`config.mk`:
```
export PLATFORM = sky130hd
export DESIGN_NAME = ash_frame_encoder_unit
export DESIGN_NICKNAME = d
export VERILOG_FILES = /design/src/afe_pkg.sv /design/src/ash_frame_encoder_unit.sv
export SDC_FILE = /design/constraint.sdc
export NUM_CORES = 1
export LEC_CHECK = 0
export BUFFER_PORTS_ARGS = -buffer_cell sky130_fd_sc_hd__buf_2
export CAP_MARGIN = 20
export CORE_ASPECT_RATIO = 1.5
export CORE_MARGIN = 1
export CORE_UTILIZATION = 65
export CTS_BUF_LIST = sky130_fd_sc_hd__clkbuf_8
export CTS_CLUSTER_DIAMETER = 40
export DETAILED_ROUTE_END_ITERATION = 16
export PLACE_DENSITY = 0.85
export SLEW_MARGIN = 25
export SYNTH_ARGS = -nofsm -noshare
export SYNTH_HDL_FRONTEND = slang
export SYNTH_SLANG_ARGS = --single-unit
export TNS_END_PERCENT = 50
```
`constraint.sdc`:
```
create_clock -name clk -period 6.2 [get_ports clk]
set_clock_uncertainty 0.1 [all_clocks]
set_input_delay 0.93 -clock clk [delete_from_list [all_inputs] [get_ports clk]]
set_output_delay 0.93 -clock clk [all_outputs]
set_load 0.01 [all_outputs]
```
`src/afe_pkg.sv`:
```
`default_nettype none

package afe_pkg;

	// frame and crc constants
	localparam logic [15:0] CRC_INIT   = 16'hFFFF;
	localparam logic [15:0] CRC_POLY   = 16'h1021;
	localparam logic [7:0]  LFSR_INIT  = 8'h42;
	localparam logic [7:0]  LFSR_TAPS  = 8'hB8;
	localparam logic [7:0]  ESC_BYTE   = 8'h7D;
	localparam logic [7:0]  FLAG_BYTE  = 8'h7E;
	localparam logic [7:0]  ESC_FLIP   = 8'h20;
	localparam logic [7:0]  XON_BYTE   = 8'h11;
	localparam logic [7:0]  XOFF_BYTE  = 8'h13;
	localparam logic [7:0]  CAN_BYTE   = 8'h18;
	localparam logic [7:0]  SUB_BYTE   = 8'h1A;

	// msb-first crc-16-ccitt over one byte, no final xor
	function automatic logic [15:0] crc_byte(input logic [15:0] c, input logic [7:0] b);
		logic [15:0] r;
		r = c ^ {b, 8'h00};
		for (int k = 0; k < 8; k++) begin
			if (r[15]) begin
				r = {r[14:0], 1'b0} ^ CRC_POLY;
			end else begin
				r = {r[14:0], 1'b0};
			end
		end
		return r;
	endfunction

	// right-shift lfsr step
	function automatic logic [7:0] lfsr_step(input logic [7:0] s);
		logic [7:0] n;
		n = {1'b0, s[7:1]};
		if (s[0]) begin
			n = n ^ LFSR_TAPS;
		end
		return n;
	endfunction

	// reserved wire bytes that go out as escape plus flipped byte
	function automatic logic needs_escape(input logic [7:0] b);
		return (b == XON_BYTE) || (b == XOFF_BYTE) || (b == CAN_BYTE) ||
			(b == SUB_BYTE) || (b == ESC_BYTE) || (b == FLAG_BYTE);
	endfunction

endpackage

`default_nettype wire

```
`src/ash_frame_encoder_unit.sv`:
```
// channel   signals                                             direction
// data      data_valid, data_ready, data_byte, frame_last       into the block
// result    result_valid, result_ready, out_byte, run_last      out of the block
//
// Each data transaction gives 1 to 7 result transactions, one per cycle
// from the output register; the job register feeds it one wire byte a cycle.
// A byte that needs no escape and is not the last of a frame is one wire byte,
// so a new data transaction can be taken in every such cycle. arst_n clears
// the frame state (start-of-frame flag, lfsr 0x42, crc 0xFFFF). A stall on
// result holds the output register and the job; data_ready drops until the
// job in hand has sent its final byte.
`default_nettype none

module ash_frame_encoder_unit (
	input  wire logic       clk,
	input  wire logic       arst_n,
	input  wire logic       data_valid,
	output logic            data_ready,
	input  wire logic [7:0] data_byte,
	input  wire logic       frame_last,
	output logic            result_valid,
	input  wire logic       result_ready,
	output logic [7:0]      out_byte,
	output logic            run_last
);

	typedef enum logic [1:0] {
		UNIT_DATA,
		UNIT_CRC_HI,
		UNIT_CRC_LO,
		UNIT_FLAG
	} unit_t;

	// frame state
	logic        at_start_q;
	logic [7:0]  lfsr_q;
	logic [15:0] crc_q;

	// job register, one accepted byte with its trailer
	logic        job_valid_s1;
	logic [7:0]  job_data_s1;
	logic [15:0] job_crc_s1;
	logic        job_last_s1;
	unit_t       unit_q;
	logic        esc_q;

	// output register
	logic        out_valid_q;
	logic [7:0]  out_byte_q;
	logic        run_last_q;

	logic        accept;
	logic [7:0]  scr_byte;
	logic [15:0] crc_next;
	logic [7:0]  cur_byte;
	logic        esc_need;
	logic        prefix;
	logic        final_byte;
	logic        emit;
	logic [7:0]  emit_byte;

	// randomize the incoming byte (not a frame's first) and update crc over it
	always_comb begin
		scr_byte = at_start_q ? data_byte : (data_byte ^ lfsr_q);
		crc_next = afe_pkg::crc_byte(crc_q, scr_byte);
	end

	// pick the byte of the current unit
	always_comb begin
		case (unit_q)
			UNIT_DATA:   cur_byte = job_data_s1;
			UNIT_CRC_HI: cur_byte = job_crc_s1[15:8];
			UNIT_CRC_LO: cur_byte = job_crc_s1[7:0];
			default:     cur_byte = afe_pkg::FLAG_BYTE;
		endcase
	end

	// stuffing and sequencing of the job
	always_comb begin
		esc_need   = (unit_q != UNIT_FLAG) && afe_pkg::needs_escape(cur_byte);
		prefix     = esc_need && !esc_q;
		final_byte = !prefix && ((unit_q == UNIT_FLAG) ||
			((unit_q == UNIT_DATA) && !job_last_s1));
		emit       = job_valid_s1 && (!out_valid_q || result_ready);
		if (prefix) begin
			emit_byte = afe_pkg::ESC_BYTE;
		end else if (esc_need) begin
			emit_byte = cur_byte ^ afe_pkg::ESC_FLIP;
		end else begin
			emit_byte = cur_byte;
		end
		data_ready = !job_valid_s1 || (emit && final_byte);
		accept     = data_valid && data_ready;
	end

	// frame state, back to reset values after the last byte of a frame
	always_ff @(posedge clk or negedge arst_n) begin
		if (!arst_n) begin
			at_start_q <= 1'b1;
			lfsr_q     <= afe_pkg::LFSR_INIT;
			crc_q      <= afe_pkg::CRC_INIT;
		end else if (accept) begin
			if (frame_last) begin
				at_start_q <= 1'b1;
				lfsr_q     <= afe_pkg::LFSR_INIT;
				crc_q      <= afe_pkg::CRC_INIT;
			end else begin
				at_start_q <= 1'b0;
				crc_q      <= crc_next;
				if (!at_start_q) begin
					lfsr_q <= afe_pkg::lfsr_step(lfsr_q);
				end
			end
		end
	end

	// job control
	always_ff @(posedge clk or negedge arst_n) begin
		if (!arst_n) begin
			job_valid_s1 <= 1'b0;
			unit_q       <= UNIT_DATA;
			esc_q        <= 1'b0;
		end else if (accept) begin
			job_valid_s1 <= 1'b1;
			unit_q       <= UNIT_DATA;
			esc_q        <= 1'b0;
		end else if (emit) begin
			if (final_byte) begin
				job_valid_s1 <= 1'b0;
			end else if (prefix) begin
				esc_q <= 1'b1;
			end else begin
				esc_q  <= 1'b0;
				unit_q <= unit_t'(unit_q + 2'd1);
			end
		end
	end

	// job payload
	always_ff @(posedge clk) begin
		if (accept) begin
			job_data_s1 <= scr_byte;
			job_crc_s1  <= crc_next;
			job_last_s1 <= frame_last;
		end
	end

	// output register control
	always_ff @(posedge clk or negedge arst_n) begin
		if (!arst_n) begin
			out_valid_q <= 1'b0;
		end else if (emit) begin
			out_valid_q <= 1'b1;
		end else if (result_ready) begin
			out_valid_q <= 1'b0;
		end
	end

	// output register payload
	always_ff @(posedge clk) begin
		if (emit) begin
			out_byte_q <= emit_byte;
			run_last_q <= final_byte;
		end
	end

	assign result_valid = out_valid_q;
	assign out_byte     = out_byte_q;
	assign run_last     = run_last_q;

endmodule

`default_nettype wire

```
# After elaboration in Yosys (flattened, before gate mapping)
# Cells that the tools add are included.
# word_totals
in_bits	13
word_cells	95
mem_bits_rw	0
mem_count	0
latchBits	0
reg_bits	64
output_inout_bits	11
rom_bits	0
# op_classes
n_div	0
n_mul	0
mux	29
n_eq_ne	13
addsub	1
bitwise	12
reduce_logical	28
n_lt_le_gt_ge	0
n_shift	0
# ops
op	n
13-bit 2-to-1 mux	8
8-bit by 5-bit equality test with 1-bit output (second input constant)	4
8-bit 2-to-1 mux	4
3-bit inverter	8
8-bit one-hot mux with 3 select lines	1
8-bit by 7-bit equality test with 1-bit output (second input constant)	2
16-bit 2-to-1 mux	1
16-bit bitwise XOR	1
1-bit 2-to-1 mux	10
1-bit logical OR	8
2-bit 2-to-1 mux	4
2-bit != test (second input constant)	4
8-bit bitwise XOR	1
1-bit logical AND	7
6-bit 2-to-1 mux	1
2-bit AND reduction	3
2-bit nonzero test	3
1-bit logical NOT	5
2-bit equality test (second input constant)	2
3-bit inverter with 4-bit output	1
3-bit AND reduction	1
2-bit by 1-bit adder with 2-bit output (second input constant)	1
2-bit by 1-bit equality test with 1-bit output (second input constant)	1
2-bit logical NOT	1
1-bit inverter	1

# Longest topological paths before layout
# logic_depth
ltp_word	20
mapped_depth	12
ltp_nobuf	9

# Worst setup path after synthesis
# Ideal clock, no wire load.
# synth_path
path_type	reg2out
from	register unit_q[1]
to	output data_ready
path_slack_ns	3.070
n_path_buf	1
required_ns	5.170
path_stages_with_launch	10
arrival_time_ns	2.100
cell_sequence	dfrtp_1 -> inv_1 -> ha_1 -> buf_6 -> a222oi_1 -> and3_1 -> nor3_1 -> a22oi_2 -> nor2_2 -> o21ai_0
# synth_via
elab_chain_len	14
word_cells_on_any_way	25
classes_between	10 x eq/ne; 1 x mux; 14 x reduce/logical
# synth_rtl
item	line	source
from (decl)	ash_frame_encoder_unit.sv:44	unit_t unit_q;
from (signal assigned)	ash_frame_encoder_unit.sv:134	unit_q <= unit_t'(unit_q + 2'd1);
2-bit equality test, or another cell as far along	ash_frame_encoder_unit.sv:70	case (unit_q)
8-bit one-hot mux with 3 select lines	ash_frame_encoder_unit.sv:70	
8-bit by 5-bit equality test with 1-bit output	afe_pkg.sv:44	return (b == XON_BYTE) || (b == XOFF_BYTE) || (b == CAN_BYTE) ||
1-bit logical OR (3 in a row)	afe_pkg.sv:44	
1-bit logical OR (2 in a row)	afe_pkg.sv:45	(b == SUB_BYTE) || (b == ESC_BYTE) || (b == FLAG_BYTE);
1-bit logical AND	ash_frame_encoder_unit.sv:80	esc_need = (unit_q != UNIT_FLAG) && afe_pkg::needs_escape(cur_byte);
1-bit logical AND	ash_frame_encoder_unit.sv:81	prefix = esc_need && !esc_q;
1-bit logical NOT	ash_frame_encoder_unit.sv:82	final_byte = !prefix && ((unit_q == UNIT_FLAG) ||
1-bit logical AND (*)	ash_frame_encoder_unit.sv:82	
1-bit logical AND (*)	ash_frame_encoder_unit.sv:92	data_ready = !job_valid_s1 || (emit && final_byte);
1-bit logical OR (*)	ash_frame_encoder_unit.sv:92	
to (decl)	ash_frame_encoder_unit.sv:18	output logic data_ready,
# Mark *: on every way between the ends. The rest lies on a longest branch, timed or not.

# Worst setup path after layout
# Ends and elaborated chain as after synthesis.

==> flow_summary.ini <==
[status]
outcome = finished clean

[finish]
layout.nets = 302
multi_input_area_sq_um = 1333
regArea_sq_um = 1795
diodes = 0
areaGrowthSynthToFinish_pct = 8.891
fillCellCount = 319
drive_gt1_frac = 0.3529

[synthesis]
synth_nets = 281
syn-cell-area_sq_um = 3293
synthTopCellsByArea = edfxtp_1 (31%), dfstp_2 (15%), dfrtp_1 (8.4%)
synth_edf_count = 34
synth_top_area_share = 0.3100
ys_warn_count = 0
syn_area_per_cell_sq_um = 12.52
netlist_instances = 263
yosysSeqAreaShare = 0.5452
synthDistinctLibCells = 48
yosys_register_bits = 64
async_reset_ff_frac = 0.4688
post-synth-top-count-cell = edfxtp_1
synthTopCellsByCount = edfxtp_1 (34), nor2_1 (22), xnor2_1 (21)
yosysTopAreaCell = edfxtp_1
synthFlopType = edfxtp_1

[sta]
period_needed_ps = 3812
finalMaxSlewViolations = 0
layout_setup_ws_ps = 2388
holdWs_ps = 385.7
hold_violations = 0
setup_viol = 0
max_slew_margin = 0.3398
rsz0062_at_grt = no
period_share = 0.6149
worst_slew_pin_slew_ps = 990.2
clock.fmax_ghz = 0.2623
finalSetupTns_ps = 0

[placement]
gp_congestion = 0.9474
dp_hpwl_um = 4197
dp_slack_ps = 2833
port_buffers = 23

[power_and_ir_drop]
power_leakage_nw = 1.379
power_frac_clock = 0.173
intPower_mw = 1.382
power_switching_mw = 0.8962
vdd_drop_max_mv = 0.3663
power_density_nw_per_um2 = 635.4
seq_power_share = 0.378
p_comb_frac = 0.449
power_mw = 2.279
sw_frac_of_total = 0.3933

[clock_tree]
cts_buffers = 9
cts_tree = built
cts_htree_levels = 3
clkSlewWorstSetupHoldPaths_ps = 80
clk_latency_ps = 330
cts_sinks = 64
cts_resized = 0
root_buffer = clkbuf_8
cts_buffer_depth = 2
postCtsSetupBuffers = 0
hold_buffers = 0

[floorplanning]
start_util = 0.6792
die_area_sq_um = 5361
core-area_sq_um = 4848
die_h_um = 89.18
die_x_um = 60.12
ios = 24
std_cell_rows = 31

[setup_path]
cp.arrival_ps = 2780
r2r_slack_ps = 2800
r2r_cells = 9
end_kind = primary output
slowest_delay_ps = 540
crit_chain = inv_1 > ha_1 > a222oi_1 > and3_1 > nor3_1 > a22oi_2 > nor2_2 > o21ai_0 > buf_2
crit_fanout = 8
cp_slowest_cell = a222oi_1
crit_path_start_kind = register
cp_data_required_time_ps = 5170
critPathKind = register to primary output

[worst_hold_path]
hold_path_depth = 2
hold_path.class = register to register

[routing]
drt-initial-drc-count = 101
routed_wl_um = 6125
drtPass1Iterations = 4
routedWlPerCell_um = 17.25
drc_errors = 0
antenna_left = 0
num_vias = 2110
via_per_inst = 5.944

[global_routing]
grt_overflow = 0
grt_pass1_wl_um = 9825
antenna_found_initial = 0
grt_pass1_vias = 2052
grt_use_total = 0.2566
grt_max_degree = 54

[run]
cap_viol_max_count = 0
logic make-up (layout without fill, tap and decap cells):
family,count (synthesis),count (layout),share of synthesized area
AND/OR/NAND/NOR,76,76,0.1318
flip-flops,64,64,0.5452
AO/OA/AOI/OAI,55,55,0.1360
XOR/XNOR,36,36,0.1026
buffers and inverters,23,49,0.05243
adder cells (fa/ha/maj),5,5,0.01900
multiplexers,4,4,0.01292
critical path, delay by kind of cell (launching register included):
| kind | cells | cell delay [ps] |
|---|---|---|
| DFF | 1 | 420 |
| buffers and inverters | 2 | 280 |
| and+or+nand+nor | 3 | 410 |
| adders and majority gates | 1 | 290 |
| AOI/OAI and AO/OA | 3 | 1060 |
area by class of cell:
class	count	area share
Inverter	9	0.009421
Multi-Input combinational cell	176	0.3716
Timing Repair Buffer	24	0.03419
Clock inverter	7	0.02652
Clock buffer	9	0.03454
Sequential cell	64	0.5007
Tap cell	66	0.02303
path summary, 6_finish.rpt:
check,start,to
hold reg to reg,lfsr_q[6],lfsr_q[6]
min in group asynchronous,arst_n,job_valid_s1
setup reg to reg,unit_q[1],lfsr_q[4]
max in group asynchronous,arst_n,unit_q[0]
setup / recovery,unit_q[1],data_ready
hold / removal,lfsr_q[6],lfsr_q[6]
state kept, by name, indices dropped and copies added, names as in the netlist:
name / cells
crc_q: 16
out_byte: 8
run_last: 1
job_last_s1: 1
at_start_q: 1
unit_q: 2
lfsr_q: 8
job_valid_s1: 1
result_valid: 1
job_data_s1: 8
esc_q: 1
job_crc_s1: 16
power by group through the flow:
stage	Sequential [mW]	Clock [mW]	Combinational [mW]
2_1_floorplan	0.842	0	0.831
3_3_place_gp	0.859	0	0.971
3_5_place_dp	0.867	0	1.01
4_1_cts	0.862	0.397	1.01
5_1_grt	0.885	0.415	1.13
6_report	0.862	0.394	1.02
metal layers:
| layer | share of wire | up-vias | wire length, um | track usage |
|---|---|---|---|---|
| met4 | 0.027 | 0 | 165 | 0.1480 |
| met5 | 0 | - | 0 | 0 |
| met2 | 0.55 | 69 | 3375 | 0.4296 |
| met1 | 0.39 | 1059 | 2365 | 0.3056 |
| met3 | 0.036 | 15 | 218 | 0.04342 |
| li1 | - | 967 | - | - |
placed cells by master (no fill, tap or decap), drive strengths merged, types with 8 or more instances in the layout:
cell type  netlist  layout
a21oi           24      24
buf             10      24
clkbuf           4       9
dfrtp           11      11
dfstp           19      19
edfxtp          34      34
inv              8       9
nand2            9       9
nand2b          12      12
nor2            25      25
nor3            19      19
o21ai            8       8
xnor2           23      23
xor2            13      13
per-stage QoR:
stage	area (sq um)	utilization	instances
after floorplan	3293	-	263
after global placement	3367	0.6945	339
after detailed placement	3367	0.6945	339
after CTS	3586	0.7396	355
after global routing	3586	0.7396	355
final	3586	0.7396	355
Power figures use the tool's default switching activity.
